File: config.mk
export PLATFORM = sky130hd
export DESIGN_NAME = srgb_transfer_convert
export DESIGN_NICKNAME = d
export VERILOG_FILES = /design/src/rtl/srgb_tc_pkg.sv /design/src/rtl/srgb_transfer_convert.sv
export VERILOG_INCLUDE_DIRS = /design/src /design/src/rtl
export SDC_FILE = /design/constraint.sdc
export NUM_CORES = 2
export LEC_CHECK = 0
export BUFFER_PORTS_ARGS = -buffer_cell sky130_fd_sc_hd__buf_2
export CORE_UTILIZATION = 45
export DETAILED_ROUTE_END_ITERATION = 12
export PLACE_DENSITY_LB_ADDON = 0.15
export SYNTH_ARGS = -nofsm -noshare
export SYNTH_HDL_FRONTEND = slang
export SYNTH_SLANG_ARGS = --single-unit
File: constraint.sdc
create_clock -name clk -period 6.38 [get_ports clk]
set_input_delay 0.638 -clock clk [delete_from_list [all_inputs] [get_ports clk]]
set_output_delay 0.638 -clock clk [all_outputs]
set_load 0.02 [all_outputs]
File: src/rtl/srgb_transfer_convert_assert.svh
// Assertion macros for the sRGB transfer converter.
`ifndef SRGB_TRANSFER_CONVERT_ASSERT_SVH
`define SRGB_TRANSFER_CONVERT_ASSERT_SVH
`ifndef SYNTHESIS
// Check a property on every clock edge outside reset.
`define SRGB_ASSERT(lbl, prop) \
    lbl: assert property (@(posedge clk) disable iff (!rst_n) prop) \
        else $error("srgb_transfer_convert: assertion failed");
// Check that a condition implies another one on the next edge.
`define SRGB_ASSERT_NEXT(lbl, pre, post) \
    lbl: assert property (@(posedge clk) disable iff (!rst_n) (pre) |=> (post)) \
        else $error("srgb_transfer_convert: assertion failed");
`else
`define SRGB_ASSERT(lbl, prop)
`define SRGB_ASSERT_NEXT(lbl, pre, post)
`endif
`endif

File: src/rtl/srgb_tc_pkg.sv
// Package with constants, op codes and table generation for the sRGB converter.
`default_nettype none

package srgb_tc_pkg;

    localparam int PORT_BITS           = 16;
    localparam int SAMPLE_BITS_DEF     = 16;
    localparam int TABLE_ADDR_BITS_DEF = 8;

    typedef enum logic {
        OP_DECODE = 1'b0,
        OP_ENCODE = 1'b1
    } op_t;

    localparam longint unsigned Q_ONE   = 64'd1 << 31;
    localparam longint unsigned CLAMP32 = 64'hFFFF_FFFF;

    // Unsigned Q31 power by repeated truncated products, clamped to 32 bits.
    function automatic longint unsigned q_pow(input longint unsigned t, input int unsigned n);
        longint unsigned p;
        p = t;
        for (int unsigned i = 1; i < n; i++) begin
            p = (p * t) >> 31;
            if (p > CLAMP32) begin
                p = CLAMP32;
            end
        end
        return p;
    endfunction

    // Largest 32-bit Q31 value r with r^n <= v.
    function automatic longint unsigned q_root(input longint unsigned v, input int unsigned n);
        longint unsigned r;
        longint unsigned t;
        r = 0;
        for (int b = 31; b >= 0; b--) begin
            t = r | (64'd1 << b);
            if (q_pow(t, n) <= v) begin
                r = t;
            end
        end
        return r;
    endfunction

    // Restoring shift-subtract division, used only while building tables.
    function automatic longint unsigned div_u64(input longint unsigned num,
                                                input longint unsigned den);
        logic [64:0]     rem;
        longint unsigned quo;
        rem = '0;
        quo = '0;
        for (int i = 63; i >= 0; i--) begin
            rem = {rem[63:0], num[i]};
            if (rem >= {1'b0, den}) begin
                rem    = rem - {1'b0, den};
                quo[i] = 1'b1;
            end
        end
        return quo;
    endfunction

    // One power-segment sample k of the decode or encode table.
    function automatic logic [31:0] rom_sample(input logic enc, input int unsigned k,
                                               input int unsigned sb, input int unsigned ab);
        int unsigned     a;
        int unsigned     f;
        longint unsigned maxv;
        longint unsigned code;
        longint unsigned x;
        longint unsigned v;
        longint unsigned w;
        longint unsigned q;
        longint unsigned s;
        a    = (ab < sb) ? ab : sb;
        f    = sb - a;
        maxv = (64'd1 << sb) - 64'd1;
        code = longint'(k) << f;
        x    = div_u64((code << 31) + (maxv >> 1), maxv);
        if (!enc) begin
            v = (64'd1000 * x + 64'd55 * Q_ONE) / 64'd1055;
            q = q_pow(q_root(v, 5), 12);
        end else begin
            w = q_pow(q_root(x, 12), 5);
            q = 0;
            if (64'd1055 * w > 64'd55 * Q_ONE) begin
                q = (64'd1055 * w - 64'd55 * Q_ONE) / 64'd1000;
            end
        end
        s = (q * maxv + (Q_ONE >> 1)) >> 31;
        if (s > maxv) begin
            s = maxv;
        end
        return s[31:0];
    endfunction

endpackage

`default_nettype wire

File: src/rtl/srgb_transfer_convert.sv
// Top level of the sRGB transfer converter: four-stage stallable pipeline.
//
// Usage:
//   Input channel: sample_valid / sample_stall carry op and sample_in. A
//   transfer happens on a rising edge with sample_valid high and
//   sample_stall low. op = decode turns an sRGB code into linear light,
//   op = encode turns linear light into an sRGB code.
//   Output channel: result_valid / result_stall carry sample_out, one
//   result per accepted item, in order.
//   Each accepted item passes four register stages in order: table read,
//   difference and product, reciprocal multiply and interpolation sum,
//   correction and saturation.
//   Throughput: one item per clock while the receiver does not stall;
//   every stage takes a new item each cycle unless the stage after it is held.
//   The power segment reads one sample pair from a constant table split in
//   even and odd banks, so both neighbors come out in the same cycle.
//   Reset (rst_n low, asynchronous) empties the pipeline; the tables are
//   constant and need no fill, so items are taken right after reset.
//   When the receiver stalls, the output register holds its transfer and
//   each stage holds while the stage after it is full and held; bubbles
//   still close up, so sample_stall rises only once every stage is full.
`default_nettype none

module srgb_transfer_convert #(
    parameter int SAMPLE_BITS     = srgb_tc_pkg::SAMPLE_BITS_DEF,
    parameter int TABLE_ADDR_BITS = srgb_tc_pkg::TABLE_ADDR_BITS_DEF
) (
    input  wire logic                              clk,
    input  wire logic                              rst_n,
    input  wire logic                              sample_valid,
    output      logic                              sample_stall,
    input  wire logic                              op,
    input  wire logic [srgb_tc_pkg::PORT_BITS-1:0] sample_in,
    output      logic                              result_valid,
    input  wire logic                              result_stall,
    output      logic [srgb_tc_pkg::PORT_BITS-1:0] sample_out
);

`include "srgb_transfer_convert_assert.svh"

    // Table geometry: A index bits, F interpolation fraction bits.
    localparam int A        = (TABLE_ADDR_BITS < SAMPLE_BITS) ? TABLE_ADDR_BITS : SAMPLE_BITS;
    localparam int F        = SAMPLE_BITS - A;
    localparam int FW       = (F > 0) ? F : 1;
    localparam int HALF_LEN = 2 ** (A - 1);
    localparam int PW       = SAMPLE_BITS + FW;
    // Linear-segment numerators stay below 2^NW (about 4.05 * full scale).
    localparam int NW       = SAMPLE_BITS + 4;
    localparam int CW       = 11;

    localparam longint unsigned MAXV_L      = (64'd1 << SAMPLE_BITS) - 64'd1;
    localparam logic [SAMPLE_BITS-1:0] MAXV = '1;
    localparam longint unsigned DEC_LIN_L   = (64'd4045 * MAXV_L) / 64'd100000;
    localparam longint unsigned ENC_LIN_L   = (64'd31308 * MAXV_L) / 64'd10000000;
    localparam logic [SAMPLE_BITS-1:0] DEC_LIN_MAX = SAMPLE_BITS'(DEC_LIN_L);
    localparam logic [SAMPLE_BITS-1:0] ENC_LIN_MAX = SAMPLE_BITS'(ENC_LIN_L);

    localparam logic [FW-1:0] FRAC_MASK = FW'((2 ** F) - 1);
    localparam logic [PW:0]   ROUND     = (PW + 1)'((2 ** F) / 2);

    // Divisors of the linear segments and their reciprocals at 2^-NW.
    localparam logic [CW-1:0] DIV_DEC = CW'(1292);
    localparam logic [CW-1:0] DIV_ENC = CW'(100);
    localparam logic [NW-1:0] REC_DEC = NW'((64'd1 << NW) / 64'd1292);
    localparam logic [NW-1:0] REC_ENC = NW'((64'd1 << NW) / 64'd100);

    // Constant power-segment tables, even and odd samples in separate banks.
    logic [SAMPLE_BITS-1:0] even_tab [2][HALF_LEN+1];
    logic [SAMPLE_BITS-1:0] odd_tab  [2][HALF_LEN];

    for (genvar j = 0; j <= HALF_LEN; j++) begin : g_even
        localparam logic [SAMPLE_BITS-1:0] DEC_E = SAMPLE_BITS'(srgb_tc_pkg::rom_sample(
            1'b0, 2 * j, SAMPLE_BITS, TABLE_ADDR_BITS));
        localparam logic [SAMPLE_BITS-1:0] ENC_E = SAMPLE_BITS'(srgb_tc_pkg::rom_sample(
            1'b1, 2 * j, SAMPLE_BITS, TABLE_ADDR_BITS));
        assign even_tab[0][j] = DEC_E;
        assign even_tab[1][j] = ENC_E;
    end

    for (genvar j = 0; j < HALF_LEN; j++) begin : g_odd
        localparam logic [SAMPLE_BITS-1:0] DEC_O = SAMPLE_BITS'(srgb_tc_pkg::rom_sample(
            1'b0, 2 * j + 1, SAMPLE_BITS, TABLE_ADDR_BITS));
        localparam logic [SAMPLE_BITS-1:0] ENC_O = SAMPLE_BITS'(srgb_tc_pkg::rom_sample(
            1'b1, 2 * j + 1, SAMPLE_BITS, TABLE_ADDR_BITS));
        assign odd_tab[0][j] = DEC_O;
        assign odd_tab[1][j] = ENC_O;
    end

    // ------------------------------------------------------------------
    // Handshake: a stage advances when it is empty or the next one moves.
    // ------------------------------------------------------------------
    logic s1_valid_reg, s2_valid_reg, s3_valid_reg, s4_valid_reg;
    logic s1_ready, s2_ready, s3_ready, s4_ready;

    assign s4_ready     = !s4_valid_reg || !result_stall;
    assign s3_ready     = !s3_valid_reg || s4_ready;
    assign s2_ready     = !s2_valid_reg || s3_ready;
    assign s1_ready     = !s1_valid_reg || s2_ready;
    assign sample_stall = !s1_ready;
    assign result_valid = s4_valid_reg;

    always_ff @(posedge clk or negedge rst_n)
    begin
        if (!rst_n)
        begin
            s1_valid_reg <= 1'b0;
            s2_valid_reg <= 1'b0;
            s3_valid_reg <= 1'b0;
            s4_valid_reg <= 1'b0;
        end
        else
        begin
            if (s1_ready)
            begin
                s1_valid_reg <= sample_valid;
            end
            if (s2_ready)
            begin
                s2_valid_reg <= s1_valid_reg;
            end
            if (s3_ready)
            begin
                s3_valid_reg <= s2_valid_reg;
            end
            if (s4_ready)
            begin
                s4_valid_reg <= s3_valid_reg;
            end
        end
    end

    // ------------------------------------------------------------------
    // Stage 1: segment select and table pair read.
    // ------------------------------------------------------------------
    srgb_tc_pkg::op_t       op_in;
    logic [SAMPLE_BITS-1:0] x_in;
    logic [A-1:0]           idx;
    logic [A-1:0]           even_addr;
    logic [A-2:0]           odd_addr;
    logic [SAMPLE_BITS-1:0] even_val;
    logic [SAMPLE_BITS-1:0] odd_val;
    logic                   s1_lin_next;
    logic [SAMPLE_BITS-1:0] s1_lo_next;
    logic [SAMPLE_BITS-1:0] s1_hi_next;

    srgb_tc_pkg::op_t       s1_op_reg;
    logic                   s1_lin_reg;
    logic [SAMPLE_BITS-1:0] s1_x_reg;
    logic [SAMPLE_BITS-1:0] s1_lo_reg;
    logic [SAMPLE_BITS-1:0] s1_hi_reg;

    assign op_in     = srgb_tc_pkg::op_t'(op);
    assign x_in      = SAMPLE_BITS'(sample_in);
    assign idx       = x_in[SAMPLE_BITS-1 -: A];
    // An even index takes its low sample from the even bank, an odd one
    // from the odd bank; the high neighbor comes from the other bank.
    assign even_addr = A'(idx[A-1:1]) + A'(idx[0]);
    assign odd_addr  = idx[A-1:1];
    assign even_val  = even_tab[op_in][even_addr];
    assign odd_val   = odd_tab[op_in][odd_addr];

    always_comb
    begin
        if (op_in == srgb_tc_pkg::OP_ENCODE)
        begin
            s1_lin_next = (x_in <= ENC_LIN_MAX);
        end
        else
        begin
            s1_lin_next = (x_in <= DEC_LIN_MAX);
        end
        if (idx[0])
        begin
            s1_lo_next = odd_val;
            s1_hi_next = even_val;
        end
        else
        begin
            s1_lo_next = even_val;
            s1_hi_next = odd_val;
        end
    end

    always_ff @(posedge clk)
    begin
        if (s1_ready)
        begin
            s1_op_reg  <= op_in;
            s1_lin_reg <= s1_lin_next;
            s1_x_reg   <= x_in;
            s1_lo_reg  <= s1_lo_next;
            s1_hi_reg  <= s1_hi_next;
        end
    end

    // ------------------------------------------------------------------
    // Stage 2: neighbor difference times fraction; linear numerator.
    // ------------------------------------------------------------------
    logic [SAMPLE_BITS-1:0] diff;
    logic [FW-1:0]          frac;
    logic [PW-1:0]          s2_prod_next;
    logic [NW-1:0]          s1_x_ext;
    logic [NW-1:0]          s2_numer_next;

    srgb_tc_pkg::op_t       s2_op_reg;
    logic                   s2_lin_reg;
    logic [SAMPLE_BITS-1:0] s2_lo_reg;
    logic [PW-1:0]          s2_prod_reg;
    logic [NW-1:0]          s2_numer_reg;

    assign diff         = (s1_hi_reg > s1_lo_reg) ? (s1_hi_reg - s1_lo_reg) : '0;
    assign frac         = FW'(s1_x_reg) & FRAC_MASK;
    assign s2_prod_next = PW'(diff) * PW'(frac);
    assign s1_x_ext     = NW'(s1_x_reg);

    always_comb
    begin
        if (s1_op_reg == srgb_tc_pkg::OP_ENCODE)
        begin
            s2_numer_next = NW'(s1_x_ext * NW'(DIV_DEC) + NW'(50));
        end
        else
        begin
            s2_numer_next = NW'(s1_x_ext * NW'(100) + NW'(646));
        end
    end

    always_ff @(posedge clk)
    begin
        if (s2_ready)
        begin
            s2_op_reg    <= s1_op_reg;
            s2_lin_reg   <= s1_lin_reg;
            s2_lo_reg    <= s1_lo_reg;
            s2_prod_reg  <= s2_prod_next;
            s2_numer_reg <= s2_numer_next;
        end
    end

    // ------------------------------------------------------------------
    // Stage 3: quotient estimate by reciprocal; rounded interpolation sum.
    // ------------------------------------------------------------------
    logic [NW-1:0]          recip;
    logic [2*NW-1:0]        qprod;
    logic [NW-1:0]          s3_qest_next;
    logic [PW:0]            prod_rnd;
    logic [SAMPLE_BITS:0]   s3_interp_next;

    srgb_tc_pkg::op_t       s3_op_reg;
    logic                   s3_lin_reg;
    logic [NW-1:0]          s3_numer_reg;
    logic [NW-1:0]          s3_qest_reg;
    logic [SAMPLE_BITS:0]   s3_interp_reg;

    assign recip          = (s2_op_reg == srgb_tc_pkg::OP_ENCODE) ? REC_ENC : REC_DEC;
    assign qprod          = (2 * NW)'(s2_numer_reg) * (2 * NW)'(recip);
    assign s3_qest_next   = qprod[2*NW-1:NW];
    assign prod_rnd       = (PW + 1)'(s2_prod_reg) + ROUND;
    assign s3_interp_next = (SAMPLE_BITS + 1)'(s2_lo_reg)
                          + (SAMPLE_BITS + 1)'(prod_rnd >> F);

    always_ff @(posedge clk)
    begin
        if (s3_ready)
        begin
            s3_op_reg     <= s2_op_reg;
            s3_lin_reg    <= s2_lin_reg;
            s3_numer_reg  <= s2_numer_reg;
            s3_qest_reg   <= s3_qest_next;
            s3_interp_reg <= s3_interp_next;
        end
    end

    // ------------------------------------------------------------------
    // Stage 4: quotient correction, segment select, saturation.
    // ------------------------------------------------------------------
    logic [CW-1:0]          cdiv;
    logic [NW-1:0]          rem;
    logic [NW-1:0]          quot;
    logic [NW-1:0]          y;
    logic [SAMPLE_BITS-1:0] s4_sample_next;
    logic [SAMPLE_BITS-1:0] s4_sample_reg;

    assign cdiv = (s3_op_reg == srgb_tc_pkg::OP_ENCODE) ? DIV_ENC : DIV_DEC;
    assign rem  = s3_numer_reg - NW'(s3_qest_reg * NW'(cdiv));
    // The estimate is at most one short of the true quotient.
    assign quot = (rem >= NW'(cdiv)) ? (s3_qest_reg + NW'(1)) : s3_qest_reg;
    assign y    = s3_lin_reg ? quot : NW'(s3_interp_reg);
    assign s4_sample_next = (y > NW'(MAXV)) ? MAXV : y[SAMPLE_BITS-1:0];

    always_ff @(posedge clk)
    begin
        if (s4_ready)
        begin
            s4_sample_reg <= s4_sample_next;
        end
    end

    assign sample_out = srgb_tc_pkg::PORT_BITS'(s4_sample_reg);

    // ------------------------------------------------------------------
    // Assertions
    // ------------------------------------------------------------------
    // A stage that cannot pass its item on keeps it.
    `SRGB_ASSERT_NEXT(a_s1_hold, s1_valid_reg && !s2_ready, s1_valid_reg)
    // The reciprocal estimate leaves less than two divisors of remainder.
    `SRGB_ASSERT(a_rem_range, s3_valid_reg && s3_lin_reg |-> rem < (NW'(cdiv) << 1))
    // Interpolation between monotone samples never passes full scale.
    `SRGB_ASSERT(a_interp_top, s3_valid_reg && !s3_lin_reg |-> s3_interp_reg <= {1'b0, MAXV})

endmodule

`default_nettype wire

[After elaboration in Yosys (flattened, before gate mapping)]
Cells that the tools add are included.
Word-level totals
  bits in registers: 191
  word-level logic and storage cells: 75
Cells by class
  add/subtract/negate cells: 8
  multiply operators: 5
  order comparisons: 8
  muxes and demuxes: 21
  bitwise logic cells: 3
  reductions and logical operators: 10
Operators with widths (number)
  2-to-1 mux 2064 bit: 2
  2-to-1 mux 2048 bit: 2
  2-to-1 mux 2054 bit: 1
  2-to-1 mux 2044 bit: 1
  binary-select mux 16 bit (select 8 bit): 1
  binary-select mux 16 bit (select 7 bit): 1
  2-to-1 mux 16 bit: 7
  2-to-1 mux 20 bit: 3
  multiplier 20 x 14 -> 34 bit: 1
  adder 24 x 8 -> 25 bit (second input constant): 1
  multiplier 16 x 8 -> 24 bit: 1
  adder 20 x 1 -> 20 bit (second input constant): 1
  adder 20 x 10 -> 20 bit (second input constant): 1
  adder 20 x 6 -> 20 bit (second input constant): 1
  >= comparator 20 x 11 -> 1 bit: 1
  greater-than comparator 20 x 16 -> 1 bit (second input constant): 1
  multiplier 20 x 11 -> 20 bit: 1
  subtractor 20 bit: 1
  multiplier 16 x 5 -> 18 bit (second input constant): 1
  multiplier 16 x 9 -> 18 bit (second input constant): 1
  adder 16 x 17 -> 17 bit: 1
  greater-than comparator 16 bit: 1
  <= comparator 16 x 12 -> 1 bit (second input constant): 1
  <= comparator 16 x 8 -> 1 bit (second input constant): 1
  13 further kinds: 21

[Longest topological paths before layout]
  word-level depth: 8
  mapped depth: 31

[Worst setup path after synthesis]
OpenSTA, ideal clock, no wires.
  kind: reg-to-reg
  start: register s1_lo_reg[0]
  end: register s2_prod_reg[19], data pin
  library setup time: 0.262 ns
  arrival: 6.274 ns
  data required time: 6.118 ns
  setup slack: -0.157 ns
  cell stages (with the launch flop): 30
  path buffers: 3
  clock period less this slack: 6.537 ns
  cells stage by stage: edfxtp_1 ha_1 inv_1 fa_1 a211oi_2 o2111ai_1 a31oi_1 nand2_1 and2_1 clkbuf_1 clkbuf_1 clkbuf_1 nand3_1 fa_1 fa_1 inv_1 fa_1 inv_1 fa_1 inv_1 ha_1 nand2_1 o21ai_0 o21ai_0 a21oi_1 o31a_1 a41o_1 nor2_1 o21bai_1 xor2_1
Between the ends
  longest elaborated chain between the ends: 3
  elaborated cells between the ends (all ways): 4
  those cells by class: 1 x add/sub; 1 x mul; 1 x order compare; 1 x mux
RTL lines
  start, declared: line srgb_transfer_convert.sv:149  | logic [SAMPLE_BITS-1:0] s1_lo_reg;
  start signal, assigned: line srgb_transfer_convert.sv:191  | s1_lo_reg <= s1_lo_next;
  subtractor 16 bit / greater-than comparator 16 bit (equally long branches): line srgb_transfer_convert.sv:211  | assign diff = (s1_hi_reg > s1_lo_reg) ? (s1_hi_reg - s1_lo_reg) : '0;
  2-to-1 mux 16 bit (*): line srgb_transfer_convert.sv:211
  multiplier 16 x 8 -> 24 bit (*): line srgb_transfer_convert.sv:213  | assign s2_prod_next = PW'(diff) * PW'(frac);
  via s2_prod_next[19]: line srgb_transfer_convert.sv:201  | logic [PW-1:0] s2_prod_next;
  end signal, assigned: line srgb_transfer_convert.sv:235  | s2_prod_reg <= s2_prod_next;
  end, declared: line srgb_transfer_convert.sv:208  | logic [PW-1:0] s2_prod_reg;
The timed path passes the listed nets; every way through them passes the cells marked *.
A chain may end at the register's enable or synchronous reset.

[Final worst setup path]
  start: register s1_hi_reg[0]
  end: register s2_prod_reg[19], data pin
Between the ends
  longest elaborated chain between the ends: 3
  elaborated cells between the ends (all ways): 4
  those cells by class: 1 x add/sub; 1 x mul; 1 x order compare; 1 x mux
RTL lines
  start, declared: line srgb_transfer_convert.sv:150  | logic [SAMPLE_BITS-1:0] s1_hi_reg;
  start signal, assigned: line srgb_transfer_convert.sv:192  | s1_hi_reg <= s1_hi_next;
  subtractor 16 bit / greater-than comparator 16 bit (equally long branches): line srgb_transfer_convert.sv:211
  2-to-1 mux 16 bit (*): line srgb_transfer_convert.sv:211
  multiplier 16 x 8 -> 24 bit (*): line srgb_transfer_convert.sv:213
  via s2_prod_next[19]: line srgb_transfer_convert.sv:201
Marked as above.

==> impl_metrics.yaml <==
cts:
  htreeDepth: 4
  cts_root_buf: "clkbuf_16"
  cts.sinks: 174
  path_clk_slew_ns: 0.07
  cts_tree: "yes"
  clockBufferDepth: 2
  cts_buffers: 17
  insertion_delay_ns: 0.48
run_status:
  outcome: "finished, final reports clean"
drt:
  drt_iter0_markers: 4138
  vias: 32507
  drt-pass1-iter-count: 8
  wl_per_cell_microns: 24.0
  drtAntennaViolNets: 0
  drc: 0
  via_per_inst: 6.14
  wirelength_mm: 127
sta:
  setup_viol: 0
  rsz0062_at_grt: "true"
  finalCriticalPeriod_ns: 6.35
  fmax_mhz: 157
  slew_viol_final: 0
  finalCritPeriodShare_pct: 99.5
  worstMarginPinSlew_ns: 1.28
  hold_viol_final: 0
  finClkSkew_ns: 0.0138
  relSlewSlack_pct: 14.3
synth:
  synth-edff-count: 170
  synth_ff_type: "edfxtp_1"
  synth_area_per_cell_sq_um: 8.26
  syn-num-nets: 4969
  syn_area_sq_um: 34800
  ys_seq_area_share_pct: 15.0
  ys_warn_count: 0
  synth_area_leaders: "fa_1 19%, ha_1 15%, edfxtp_1 15%"
  syn-instance-count: 4209
  ys_seq_elements: 174
  synth_top_area_share_pct: 18.8
  ys_types: 90
  synth_top_area_cell: "fa_1"
  ys_async_sr_fraction_pct: 2.30
layout:
  final_util_pct: 50.7
  layout_common_cells: "495 x inv_1, 399 x ha_1, 341 x nand2_1, 315 x fa_1, 277 x a21oi_1"
  nFillCells: 7412
  area_growth_pct: 11.2
  drive_gt1_share_pct: 12.3
  nets: 5003
  final_common_cell: "inv_1"
grt:
  grt_max_degree: 188
  grt_pass1_wl_mm: 192
  grt_antenna_before_repair: 6
  grt-ovfl-total: 0
  track_usage_pct: 32.2
  grt_pass1_vias: 31969
die:
  initial_utilization_pct: 45.6
  rows: 101
  die_h_microns: 280
  die-area_sq_um: 78400
  io_pins: 39
  die_w_microns: 280
  core_sq_um: 76200
worst_setup_path:
  required_ns: 6.61
  cp-startpoint: "s1_hi_reg[0]"
  critPathLaunchType: "flip-flop"
  rr_worst_depth: 26
  path_class: "flip-flop to flip-flop"
  reg2reg_from: "s1_hi_reg[0]"
  arrival_ns: 6.58
  end_kind: "flip-flop"
  regToRegEndpoint: "s2_prod_reg[19]"
  endpoint: "s2_prod_reg[19]"
  critPathMaxFanout: 4
  r2r_slack_ns: 0.03
placement:
  hpwl_mm: 97.1
  io_buffers: 38
  place_congestion: 1.02
run:
  drv_cap: 0
hold_path:
  worstHoldPathType: "input pin to flip-flop"
[logic make-up (layout without fill, tap and decap cells)]
kind of cell	count (synthesis)	after routing	share of synthesized area [%]
other	0	6	0
muxes	28	28	1.01
and+or+nand+nor	1198	1198	16.4
xor gates and xnor gates	174	174	4.50
buffers and inverters	798	845	8.81
adders and majority gates	739	739	33.6
DFF	174	174	15.0
AOI/OAI and AO/OA	1098	1098	20.7
[worst max-delay path, cell delays in order, from the launching register on]
cell and delay [ns]:
edfxtp_1 0.37, inv_1 0.07, ha_2 0.18, inv_2 0.05
fa_2 0.38, a211oi_4 0.28, o2111ai_2 0.18, buf_4 0.17
a31o_2 0.23, a21oi_2 0.13, xor2_1 0.19, nor2_2 0.09
buf_4 0.15, and2_1 0.17, fa_1 0.53, inv_1 0.06
fa_2 0.57, fa_1 0.42, fa_1 0.49, inv_1 0.06
ha_4 0.16, or3_1 0.34, o31a_1 0.28, a41o_1 0.21
nor2_2 0.10, o21bai_1 0.10, xor2_1 0.16
[synthesized netlist by cell type, types with 11 or more instances]
cell and instances:
o211ai_1 76, a22oi_1 17, o21ai_0 235, a21o_1 37
a21oi_1 298, edfxtp_1 170, ha_1 413, nor2b_1 60
nor3_1 127, or3_1 11, o221ai_1 17, buf_2 49
xor2_1 80, and2_1 82, o31ai_1 15, xnor2_1 90
a31oi_1 60, or2_2 26, o21a_1 22, clkbuf_1 193
mux2i_1 15, o311ai_0 36, nand3b_1 11, nand4_1 22
a211o_1 11, a211oi_1 62, fa_1 326, nand3_1 120
a311oi_1 51, o22ai_1 22, o2111ai_1 11, nor2_1 281
buf_1 39, and3_1 47, inv_1 508, a221oi_1 19
nand2b_1 37, nand2_1 346
[worst min-delay path by stage]
stage	from	to	slack [ns]	cells past startpoint
after floorplan	rst_n	result_valid	0.34	0
after global placement	s2_lin_reg	s3_lin_reg	0.40	0
after detailed placement	s2_lin_reg	s3_lin_reg	0.42	0
after CTS	sample_valid	s1_valid_reg	0.32	2
after global routing	sample_in[0]	s1_x_reg[0]	0.34	1
final	sample_valid	s1_valid_reg	0.35	2
[timing repair]
| item | 4_1_cts | 5_1_grt |
|---|---|---|
| hold buffers | 1 | 0 |
| resized for setup | 23 | 141 |
| hold endpoints to repair | 4 | 0 |
| setup buffers | 1 | 19 |
| pin swaps | 10 | 72 |
| gates cloned | 0 | 2 |
| endpoints found under the setup margin | 11 | 36 |
[routing by layer]
layer  global-route usage (%)  wire, microns  vias to the layer above
met5                        0              0                        -
met4                     15.6           6310                        0
met3                     6.83          12000                      367
met2                     49.3          55500                     1754
met1                     43.2          53100                    15564
li1                         -              -                    14822
[stage by stage]
stage                     instance area (sq um)  setup TNS, ns  std cells  hold slack, ns  setup WS [ns]
after floorplan                           34800              0       4209           0.342        0.00390
after global placement                    37200         -0.159       5231           0.404        -0.0572
after detailed placement                  37200         -0.780       5231           0.423         -0.158
after CTS                                 37900              0       5265           0.320        0.00285
after global routing                      38700          -1.19       5292           0.342         -0.223
final                                     38700              0       5292           0.353         0.0297
[cell type report]
class / instances / area, sq um / area share (%)
diodes: 6 / 15.0 / 0.0388
well taps: 1030 / 1290 / 3.33
repair buffers: 298 / 2380 / 6.15
flip-flops and latches: 174 / 5200 / 13.5
multi-input cells: 3237 / 27300 / 70.5
inverters: 515 / 1940 / 5.02
clock buffers: 18 / 429 / 1.11
clock inverters: 14 / 153 / 0.395
Power is left out: the tool's default activity adds up to more than one toggle a clock period on the data nets, which glitch-free logic cannot reach.
